--- src/sv/sha256_byte_stream_hasher_defines.svh ---
// Assertion helpers used by shs_ctrl.
`ifndef SHA256_BYTE_STREAM_HASHER_DEFINES_SVH
`define SHA256_BYTE_STREAM_HASHER_DEFINES_SVH

// Implication checked on every clock, off while in reset.
`define SHS_ASSERT(lbl, ante, cons, msg) \
  lbl: assert property (@(posedge clk_i) disable iff (!rst_ni) (ante) |-> (cons)) \
    else $error(msg);

// Condition that must never hold.
`define SHS_NEVER(lbl, cond, msg) \
  lbl: assert property (@(posedge clk_i) disable iff (!rst_ni) !(cond)) \
    else $error(msg);

`endif

--- src/sv/shs_pkg.sv ---
package shs_pkg;

  localparam int unsigned BlockBits = 512;
  localparam int unsigned LenBytePos = 56;
  localparam logic [7:0] PadByte = 8'h80;

  typedef enum logic [1:0] {
    BS_DATA,
    BS_PAD,
    BS_ZERO,
    BS_LEN
  } byte_sel_e;

  typedef struct packed {
    logic        shift;
    byte_sel_e   sel;
    logic [2:0]  len_idx;
    logic        latch_len;
    logic [5:0]  fill;
    logic        init_vars;
    logic        round;
    logic [5:0]  rnd;
    logic        add;
    logic        bump;
    logic        restart;
    logic [2:0]  widx;
  } shs_cmd_t;

  function automatic logic [31:0] rotr(input logic [31:0] x, input int unsigned n);
    rotr = (x >> n) | (x << (32 - n));
  endfunction

  function automatic logic [31:0] iv(input logic [2:0] i);
    case (i)
      3'd0: iv = 32'h6a09e667;
      3'd1: iv = 32'hbb67ae85;
      3'd2: iv = 32'h3c6ef372;
      3'd3: iv = 32'ha54ff53a;
      3'd4: iv = 32'h510e527f;
      3'd5: iv = 32'h9b05688c;
      3'd6: iv = 32'h1f83d9ab;
      default: iv = 32'h5be0cd19;
    endcase
  endfunction

  function automatic logic [31:0] kconst(input logic [5:0] r);
    case (r)
      6'd0: kconst = 32'h428a2f98;  6'd1: kconst = 32'h71374491;
      6'd2: kconst = 32'hb5c0fbcf;  6'd3: kconst = 32'he9b5dba5;
      6'd4: kconst = 32'h3956c25b;  6'd5: kconst = 32'h59f111f1;
      6'd6: kconst = 32'h923f82a4;  6'd7: kconst = 32'hab1c5ed5;
      6'd8: kconst = 32'hd807aa98;  6'd9: kconst = 32'h12835b01;
      6'd10: kconst = 32'h243185be; 6'd11: kconst = 32'h550c7dc3;
      6'd12: kconst = 32'h72be5d74; 6'd13: kconst = 32'h80deb1fe;
      6'd14: kconst = 32'h9bdc06a7; 6'd15: kconst = 32'hc19bf174;
      6'd16: kconst = 32'he49b69c1; 6'd17: kconst = 32'hefbe4786;
      6'd18: kconst = 32'h0fc19dc6; 6'd19: kconst = 32'h240ca1cc;
      6'd20: kconst = 32'h2de92c6f; 6'd21: kconst = 32'h4a7484aa;
      6'd22: kconst = 32'h5cb0a9dc; 6'd23: kconst = 32'h76f988da;
      6'd24: kconst = 32'h983e5152; 6'd25: kconst = 32'ha831c66d;
      6'd26: kconst = 32'hb00327c8; 6'd27: kconst = 32'hbf597fc7;
      6'd28: kconst = 32'hc6e00bf3; 6'd29: kconst = 32'hd5a79147;
      6'd30: kconst = 32'h06ca6351; 6'd31: kconst = 32'h14292967;
      6'd32: kconst = 32'h27b70a85; 6'd33: kconst = 32'h2e1b2138;
      6'd34: kconst = 32'h4d2c6dfc; 6'd35: kconst = 32'h53380d13;
      6'd36: kconst = 32'h650a7354; 6'd37: kconst = 32'h766a0abb;
      6'd38: kconst = 32'h81c2c92e; 6'd39: kconst = 32'h92722c85;
      6'd40: kconst = 32'ha2bfe8a1; 6'd41: kconst = 32'ha81a664b;
      6'd42: kconst = 32'hc24b8b70; 6'd43: kconst = 32'hc76c51a3;
      6'd44: kconst = 32'hd192e819; 6'd45: kconst = 32'hd6990624;
      6'd46: kconst = 32'hf40e3585; 6'd47: kconst = 32'h106aa070;
      6'd48: kconst = 32'h19a4c116; 6'd49: kconst = 32'h1e376c08;
      6'd50: kconst = 32'h2748774c; 6'd51: kconst = 32'h34b0bcb5;
      6'd52: kconst = 32'h391c0cb3; 6'd53: kconst = 32'h4ed8aa4a;
      6'd54: kconst = 32'h5b9cca4f; 6'd55: kconst = 32'h682e6ff3;
      6'd56: kconst = 32'h748f82ee; 6'd57: kconst = 32'h78a5636f;
      6'd58: kconst = 32'h84c87814; 6'd59: kconst = 32'h8cc70208;
      6'd60: kconst = 32'h90befffa; 6'd61: kconst = 32'ha4506ceb;
      6'd62: kconst = 32'hbef9a3f7; default: kconst = 32'hc67178f2;
    endcase
  endfunction

endpackage

--- src/sv/shs_ctrl.sv ---
module shs_ctrl (
  input  logic              clk_i,
  input  logic              rst_ni,
  input  logic              s_axis_tvalid_i,
  input  logic              s_axis_tuser_i,
  output logic              s_axis_tready_o,
  output logic              m_axis_tvalid_o,
  input  logic              m_axis_tready_i,
  output logic              m_axis_tlast_o,
  output shs_pkg::shs_cmd_t cmd_o
);

  typedef enum logic [2:0] {
    S_IDLE,
    S_PAD,
    S_RND,
    S_ADD,
    S_OUT
  } state_e;

  state_e     state_q, state_d;
  logic [5:0] fill_q, fill_d;
  logic [5:0] rnd_q, rnd_d;
  logic [2:0] oidx_q, oidx_d;
  logic       fin_q, fin_d;
  logic       xblk_q, xblk_d;
  logic       in_xfer;

  assign s_axis_tready_o = (state_q == S_IDLE);
  assign m_axis_tvalid_o = (state_q == S_OUT);
  assign m_axis_tlast_o  = (oidx_q == 3'd7);
  assign in_xfer = s_axis_tvalid_i & s_axis_tready_o;

  always_comb begin
    state_d = state_q;
    fill_d  = fill_q;
    rnd_d   = rnd_q;
    oidx_d  = oidx_q;
    fin_d   = fin_q;
    xblk_d  = xblk_q;
    cmd_o   = '0;
    cmd_o.sel     = shs_pkg::BS_DATA;
    cmd_o.fill    = fill_q;
    cmd_o.rnd     = rnd_q;
    cmd_o.widx    = oidx_q;
    cmd_o.len_idx = ~fill_q[2:0];
    case (state_q)
      S_IDLE: begin
        if (in_xfer) begin
          cmd_o.shift = 1'b1;
          fill_d = fill_q + 6'd1;
          if (s_axis_tuser_i) begin
            cmd_o.sel = shs_pkg::BS_PAD;
            cmd_o.latch_len = 1'b1;
            fin_d  = 1'b1;
            xblk_d = (fill_q >= 6'(shs_pkg::LenBytePos));
            state_d = S_PAD;
          end else begin
            fin_d = 1'b0;
          end
          if (fill_q == 6'd63) begin
            cmd_o.init_vars = 1'b1;
            state_d = S_RND;
          end
        end
      end
      S_PAD: begin
        cmd_o.shift = 1'b1;
        fill_d = fill_q + 6'd1;
        if (!xblk_q && fill_q >= 6'(shs_pkg::LenBytePos)) begin
          cmd_o.sel = shs_pkg::BS_LEN;
        end else begin
          cmd_o.sel = shs_pkg::BS_ZERO;
        end
        if (fill_q == 6'd63) begin
          cmd_o.init_vars = 1'b1;
          state_d = S_RND;
        end
      end
      S_RND: begin
        cmd_o.round = 1'b1;
        rnd_d = rnd_q + 6'd1;
        if (rnd_q == 6'd63) begin
          state_d = S_ADD;
        end
      end
      S_ADD: begin
        cmd_o.add  = 1'b1;
        cmd_o.bump = ~fin_q;
        if (!fin_q) begin
          state_d = S_IDLE;
        end else if (xblk_q) begin
          xblk_d  = 1'b0;
          state_d = S_PAD;
        end else begin
          state_d = S_OUT;
        end
      end
      S_OUT: begin
        if (m_axis_tready_i) begin
          oidx_d = oidx_q + 3'd1;
          if (oidx_q == 3'd7) begin
            cmd_o.restart = 1'b1;
            fin_d   = 1'b0;
            state_d = S_IDLE;
          end
        end
      end
      default: state_d = S_IDLE;
    endcase
  end

  always_ff @(posedge clk_i or negedge rst_ni) begin
    if (!rst_ni) begin
      state_q <= S_IDLE;
      fill_q  <= '0;
      rnd_q   <= '0;
      oidx_q  <= '0;
      fin_q   <= 1'b0;
      xblk_q  <= 1'b0;
    end else begin
      state_q <= state_d;
      fill_q  <= fill_d;
      rnd_q   <= rnd_d;
      oidx_q  <= oidx_d;
      fin_q   <= fin_d;
      xblk_q  <= xblk_d;
    end
  end

`include "sha256_byte_stream_hasher_defines.svh"

  `SHS_NEVER(a_rnd_idle, state_q != S_RND && rnd_q != 6'd0, "round count off outside rounds")
  `SHS_ASSERT(a_out_empty, state_q == S_OUT, fill_q == 6'd0 && !xblk_q, "block not flushed")
  `SHS_ASSERT(a_blk_full, state_q == S_PAD && fill_q == 6'd63, ##1 state_q == S_RND, "no compress")
  `SHS_ASSERT(a_last_done, m_axis_tvalid_o && m_axis_tready_i && m_axis_tlast_o,
              ##1 state_q == S_IDLE, "digest not closed")

endmodule

--- src/sv/shs_dp.sv ---
module shs_dp (
  input  logic              clk_i,
  input  logic              rst_ni,
  input  shs_pkg::shs_cmd_t cmd_i,
  input  logic [7:0]        byte_i,
  output logic [31:0]       word_o
);

  logic [511:0]      msg_q, msg_d;
  logic [7:0][31:0]  hash_q, hash_d;
  logic [7:0][31:0]  v_q, v_d;
  logic [63:0]       bits_q, bits_d;
  logic [63:0]       len_q;
  logic [7:0]        new_byte;
  logic [31:0]       w0, w1, w9, w14, wnew, s0, s1, t1, t2;
  logic [31:0]       a, e;

  assign word_o = hash_q[cmd_i.widx];

  always_comb begin
    case (cmd_i.sel)
      shs_pkg::BS_DATA: new_byte = byte_i;
      shs_pkg::BS_PAD:  new_byte = shs_pkg::PadByte;
      shs_pkg::BS_ZERO: new_byte = 8'h00;
      shs_pkg::BS_LEN:  new_byte = len_q[{cmd_i.len_idx, 3'b000} +: 8];
      default:          new_byte = 8'h00;
    endcase
  end

  assign w0  = msg_q[511:480];
  assign w1  = msg_q[479:448];
  assign w9  = msg_q[223:192];
  assign w14 = msg_q[63:32];
  assign s0  = shs_pkg::rotr(w1, 7) ^ shs_pkg::rotr(w1, 18) ^ (w1 >> 3);
  assign s1  = shs_pkg::rotr(w14, 17) ^ shs_pkg::rotr(w14, 19) ^ (w14 >> 10);
  assign wnew = s1 + w9 + s0 + w0;

  assign a  = v_q[0];
  assign e  = v_q[4];
  assign t1 = v_q[7] + (shs_pkg::rotr(e, 6) ^ shs_pkg::rotr(e, 11) ^ shs_pkg::rotr(e, 25))
            + ((e & v_q[5]) ^ (~e & v_q[6])) + shs_pkg::kconst(cmd_i.rnd) + w0;
  assign t2 = (shs_pkg::rotr(a, 2) ^ shs_pkg::rotr(a, 13) ^ shs_pkg::rotr(a, 22))
            + ((a & v_q[1]) ^ (a & v_q[2]) ^ (v_q[1] & v_q[2]));

  always_comb begin
    msg_d  = msg_q;
    v_d    = v_q;
    hash_d = hash_q;
    bits_d = bits_q;
    if (cmd_i.shift) begin
      msg_d = {msg_q[503:0], new_byte};
    end else if (cmd_i.round) begin
      msg_d = {msg_q[479:0], wnew};
    end
    if (cmd_i.init_vars) begin
      v_d = hash_q;
    end else if (cmd_i.round) begin
      v_d[7] = v_q[6];
      v_d[6] = v_q[5];
      v_d[5] = v_q[4];
      v_d[4] = v_q[3] + t1;
      v_d[3] = v_q[2];
      v_d[2] = v_q[1];
      v_d[1] = v_q[0];
      v_d[0] = t1 + t2;
    end
    if (cmd_i.add) begin
      for (int i = 0; i < 8; i++) begin
        hash_d[i] = hash_q[i] + v_q[i];
      end
    end
    if (cmd_i.bump) begin
      bits_d = bits_q + 64'(shs_pkg::BlockBits);
    end
    if (cmd_i.restart) begin
      for (int i = 0; i < 8; i++) begin
        hash_d[i] = shs_pkg::iv(3'(i));
      end
      bits_d = '0;
    end
  end

  always_ff @(posedge clk_i or negedge rst_ni) begin
    if (!rst_ni) begin
      for (int i = 0; i < 8; i++) begin
        hash_q[i] <= shs_pkg::iv(3'(i));
      end
      bits_q <= '0;
    end else begin
      hash_q <= hash_d;
      bits_q <= bits_d;
    end
  end

  always_ff @(posedge clk_i) begin
    msg_q <= msg_d;
    v_q   <= v_d;
    if (cmd_i.latch_len) begin
      len_q <= bits_q + {55'd0, cmd_i.fill, 3'b000};
    end
  end

endmodule

--- src/sv/sha256_byte_stream_hasher.sv ---
// A finish transfer gives the first digest word once the padding bytes have gone in
// one a cycle and each compressed block has run its 64 rounds plus one add.
// Throughput: one byte a cycle between blocks; each full block holds the input
// while the single round unit runs. Digest words go out one a cycle while m_axis_tready_i is high.
// Reset: async active low; loads the initial hash, clears counters, output idle.
module sha256_byte_stream_hasher (
  input  logic        clk_i,
  input  logic        rst_ni,
  input  logic        s_axis_tvalid_i,
  output logic        s_axis_tready_o,
  input  logic [7:0]  s_axis_tdata_i,   // [7:0] message_byte
  input  logic        s_axis_tuser_i,   // [0] cmd
  output logic        m_axis_tvalid_o,
  input  logic        m_axis_tready_i,
  output logic [39:0] m_axis_tdata_o,   // [31:0] digest_word, [34:32] word_index
  output logic        m_axis_tlast_o    // last_word
);

  shs_pkg::shs_cmd_t cmd;
  logic [31:0]       word;

  shs_ctrl u_ctrl (
    .clk_i           (clk_i),
    .rst_ni          (rst_ni),
    .s_axis_tvalid_i (s_axis_tvalid_i),
    .s_axis_tuser_i  (s_axis_tuser_i),
    .s_axis_tready_o (s_axis_tready_o),
    .m_axis_tvalid_o (m_axis_tvalid_o),
    .m_axis_tready_i (m_axis_tready_i),
    .m_axis_tlast_o  (m_axis_tlast_o),
    .cmd_o           (cmd)
  );

  shs_dp u_dp (
    .clk_i  (clk_i),
    .rst_ni (rst_ni),
    .cmd_i  (cmd),
    .byte_i (s_axis_tdata_i),
    .word_o (word)
  );

  assign m_axis_tdata_o = {5'd0, cmd.widx, word};

endmodule
--- config.mk ---
export PLATFORM = sky130hd
export DESIGN_NAME = sha256_byte_stream_hasher
export DESIGN_NICKNAME = d
export VERILOG_FILES = /design/src/sv/shs_pkg.sv /design/src/sv/shs_ctrl.sv /design/src/sv/shs_dp.sv /design/src/sv/sha256_byte_stream_hasher.sv
export VERILOG_INCLUDE_DIRS = /design/src /design/src/sv
export SDC_FILE = /design/constraint.sdc
export NUM_CORES = 2
export LEC_CHECK = 0
export ABC_CLOCK_PERIOD_IN_PS = 14050
export BUFFER_PORTS_ARGS = -buffer_cell sky130_fd_sc_hd__buf_2
export CAP_MARGIN = 10
export CORE_MARGIN = 10
export CORE_UTILIZATION = 35
export CTS_BUF_LIST = sky130_fd_sc_hd__clkbuf_8
export CTS_CLUSTER_DIAMETER = 40
export DETAILED_ROUTE_END_ITERATION = 10
export MAX_ROUTING_LAYER = met4
export SLEW_MARGIN = 20
export SYNTH_ARGS = -nofsm -noshare
export SYNTH_HDL_FRONTEND = slang
export SYNTH_SLANG_ARGS = --single-unit
--- constraint.sdc ---
create_clock -name clk_i -period 14.05 [get_ports clk_i]
set_input_delay 2.81 -clock clk_i [delete_from_list [all_inputs] [get_ports clk_i]]
set_output_delay 2.81 -clock clk_i [all_outputs]
set_load 0.01 [all_outputs]
==> results_dict.tcl <==
set metrics [dict create \
    ys_ff_latch 1160 \
    boundaryPins 56 \
    clock_tree.root_cell "clkbuf_8" \
    grt_pass1_vias 59045 \
    ys_top_cells_by_area "edfxtp_1 32%, nand2_1 11%, ha_1 6.4%" \
    gp_congestion 0.9990 \
    hold_viol_final 0 \
    synth.distinct_cells 88 \
    drive_above_1_share 0.09557 \
    status "complete, no violations" \
    async_reset_ff_frac 0.2853 \
    dr.pass1.iters 6 \
    clock_sinks 1160 \
    r2r-start "u_ctrl.rnd_q[0]" \
    crit_fanout 20 \
    yosysWarningCount 0 \
    grt-ovfl-total 0 \
    clk_path_buf_depth 3 \
    core_area_um2 219700 \
    postCtsHoldBufs 0 \
    hold_class "register to register" \
    avgSynthCellArea_um2 9.305 \
    fillCellCount 21781 \
    netlist_instances 8305 \
    yosys_most_used_dff "edfxtp_1" \
    synthMostInstantiatedCell "nand2_1" \
    fp-row-count 172 \
    avgViaCountPerCell 5.411 \
    cap_viol_max_count 0 \
    yosysTopAreaCellShare 0.3221 \
    h-tree-depth 4 \
    initial_core_util 0.3517 \
    wl_per_cell_um 21.95 \
    post_cts_buffers 0 \
    crit_path_max_incr_delay_ns 0.90 \
    hold_depth 0 \
    rsz0062_at_grt "false" \
    setup_viol 0 \
    slew_headroom 0.1659 \
    grt.total_usage 0.2063 \
    worstRegToRegCells 38 \
    holdPathEnd "u_dp.len_q[26]" \
    critical_path_arrival_ns 11.63 \
    end_kind "register" \
    synth_edf_count 829 \
    io_buffers 50 \
    cts_resized 0 \
    fin_crit_sh 0.7662 \
    fin_ws_ns 3.285 \
    grt_first_pass_wirelength_mm 371.0 \
    tns_ns 0 \
    setup.worst_path.class "register to register" \
    synth_commonest_cells "2339 x nand2_1, 829 x edfxtp_1, 528 x a21oi_1" \
    area_growth_pct 10.35 \
    route.detailed.drc 0 \
    worst_skew_pair.late_latency_ns 1.06 \
    final_net_count 8754 \
    cp_data_required_time_ns 14.91 \
    fp.dieArea_um2 240000 \
    cpMostUsedCell "a21oi_1" \
    slowest_stage "ha_1" \
    fp.dieW_um 489.9 \
    fmax_mhz 92.89 \
    cts_tree "built" \
    skew_ns 0.08931 \
    tightestPinTransition_ns 1.220 \
    die_h_um 489.9 \
    path_clk_slew_ns 0.05 \
    vias 61278 \
    rr_endpoint "u_dp.a[31]" \
    yosysTopAreaCell "edfxtp_1" \
    place_worst_setup_slack_ns 3.443 \
    worstHoldStart "u_dp.bits_q[26]" \
    worstPathBufferInverterCount 4 \
    reg2reg_slack_ns 3.29 \
    crit_family "compound AO/OA/AOI/OAI gates" \
    grt_max_degree 239 \
    drt_wl_total_mm 248.6 \
    synth_area_um2 77280 \
    ant_nets 0 \
    slew_violations 0 \
    min_period_ns 10.76 \
    start_kind "register" \
    drtIter0Drc 6458 \
    ys_seq_area_frac 0.4315 \
    numCtsBuffers 237 \
    post-dp-hpwl_mm 179.0 \
    antenna_found_initial 9 \
]
## per-layer routing
layer	global-route usage	share of wire
met1	0.2746	0.44
met4	0.08530	0.044
met5	-	0
met2	0.3120	0.45
met3	0.03445	0.071
## how the worst max path moves through the flow
stage / startpoint / to / cells after the start / slack (ns)
after detailed placement: u_ctrl.rnd_q[0] / u_dp.a[31] / 38 / 3.44
after global placement: u_ctrl.rnd_q[0] / u_dp.a[31] / 35 / 3.46
after CTS: u_ctrl.rnd_q[0] / u_dp.a[31] / 35 / 3.44
after global routing: u_ctrl.rnd_q[0] / u_dp.a[26] / 38 / 2.84
after floorplan: s_axis_tvalid_i / u_dp.msg_q[0] / 4 / 3.79
final: u_ctrl.rnd_q[0] / u_dp.a[31] / 38 / 3.29
## sequential cells by signal, indices dropped and copies added, names as in the netlist
signal and flops:
u_dp.hash_q 256, u_ctrl.fin_q 1, u_ctrl.oidx_q 3, u_dp.msg_q 512, u_dp.v_q 192, u_dp.len_q 61, u_dp.a 32, u_ctrl.rnd_q 6
u_dp.e 32, u_ctrl.state_q 3, u_ctrl.fill_q 6, u_dp.bits_q 55, u_ctrl.xblk_q 1
## cell type report
cell class | count | area, um2 | share of cell area
multi-input combinational | 6343 | 40960 | 0.4803
inverter | 283 | 1062 | 0.01246
clock inverter | 196 | 1810 | 0.02123
tap | 2958 | 3701 | 0.04340
timing repair buffer | 125 | 880.8 | 0.01033
clock buffer | 253 | 3482 | 0.04083
sequential | 1160 | 33360 | 0.3912
antenna | 6 | 15.01 | 0.0001761
## layout by cell type (no fill, tap or decap), types with 88 or more instances in the layout
master / instances
fa_1: 195
xor2_1: 239
a21o_1: 170
inv_1: 338
a21oi_1: 528
nor2_1: 385
dfstp_2: 136
nand2_1: 2338
nor3_1: 113
dfrtp_1: 188
nand3_1: 147
clkbuf_8: 253
xnor2_1: 392
ha_1: 396
edfxtp_1: 829
o21ai_0: 490
mux4_2: 88
## logic make-up after synthesis
logic type,count (synthesis),synth area share
other cells,1,0.00004853
fa+ha+maj,615,0.1177
compound gates,1606,0.1253
buf+inv,806,0.03957
mux,171,0.03709
flops,1160,0.4315
simple gates,3313,0.1767
xor+xnor,633,0.07210
## per-stage QoR
stage / hold WS (ns) / area [um2] / utilization / instances
final: 0.4728 / 85280 / 0.3881 / 11324
after global routing: 0.4934 / 85280 / 0.3881 / 11323
after CTS: 0.4716 / 85260 / 0.3880 / 11318
after detailed placement: 0.4673 / 79960 / 0.3639 / 10869
after global placement: 0.4604 / 79960 / 0.3639 / 10869
after floorplan: 0.4487 / 77290 / - / 8309
Power is not shown: default switching activity piles up to over one toggle a cycle in this logic, so the estimate is an artifact.
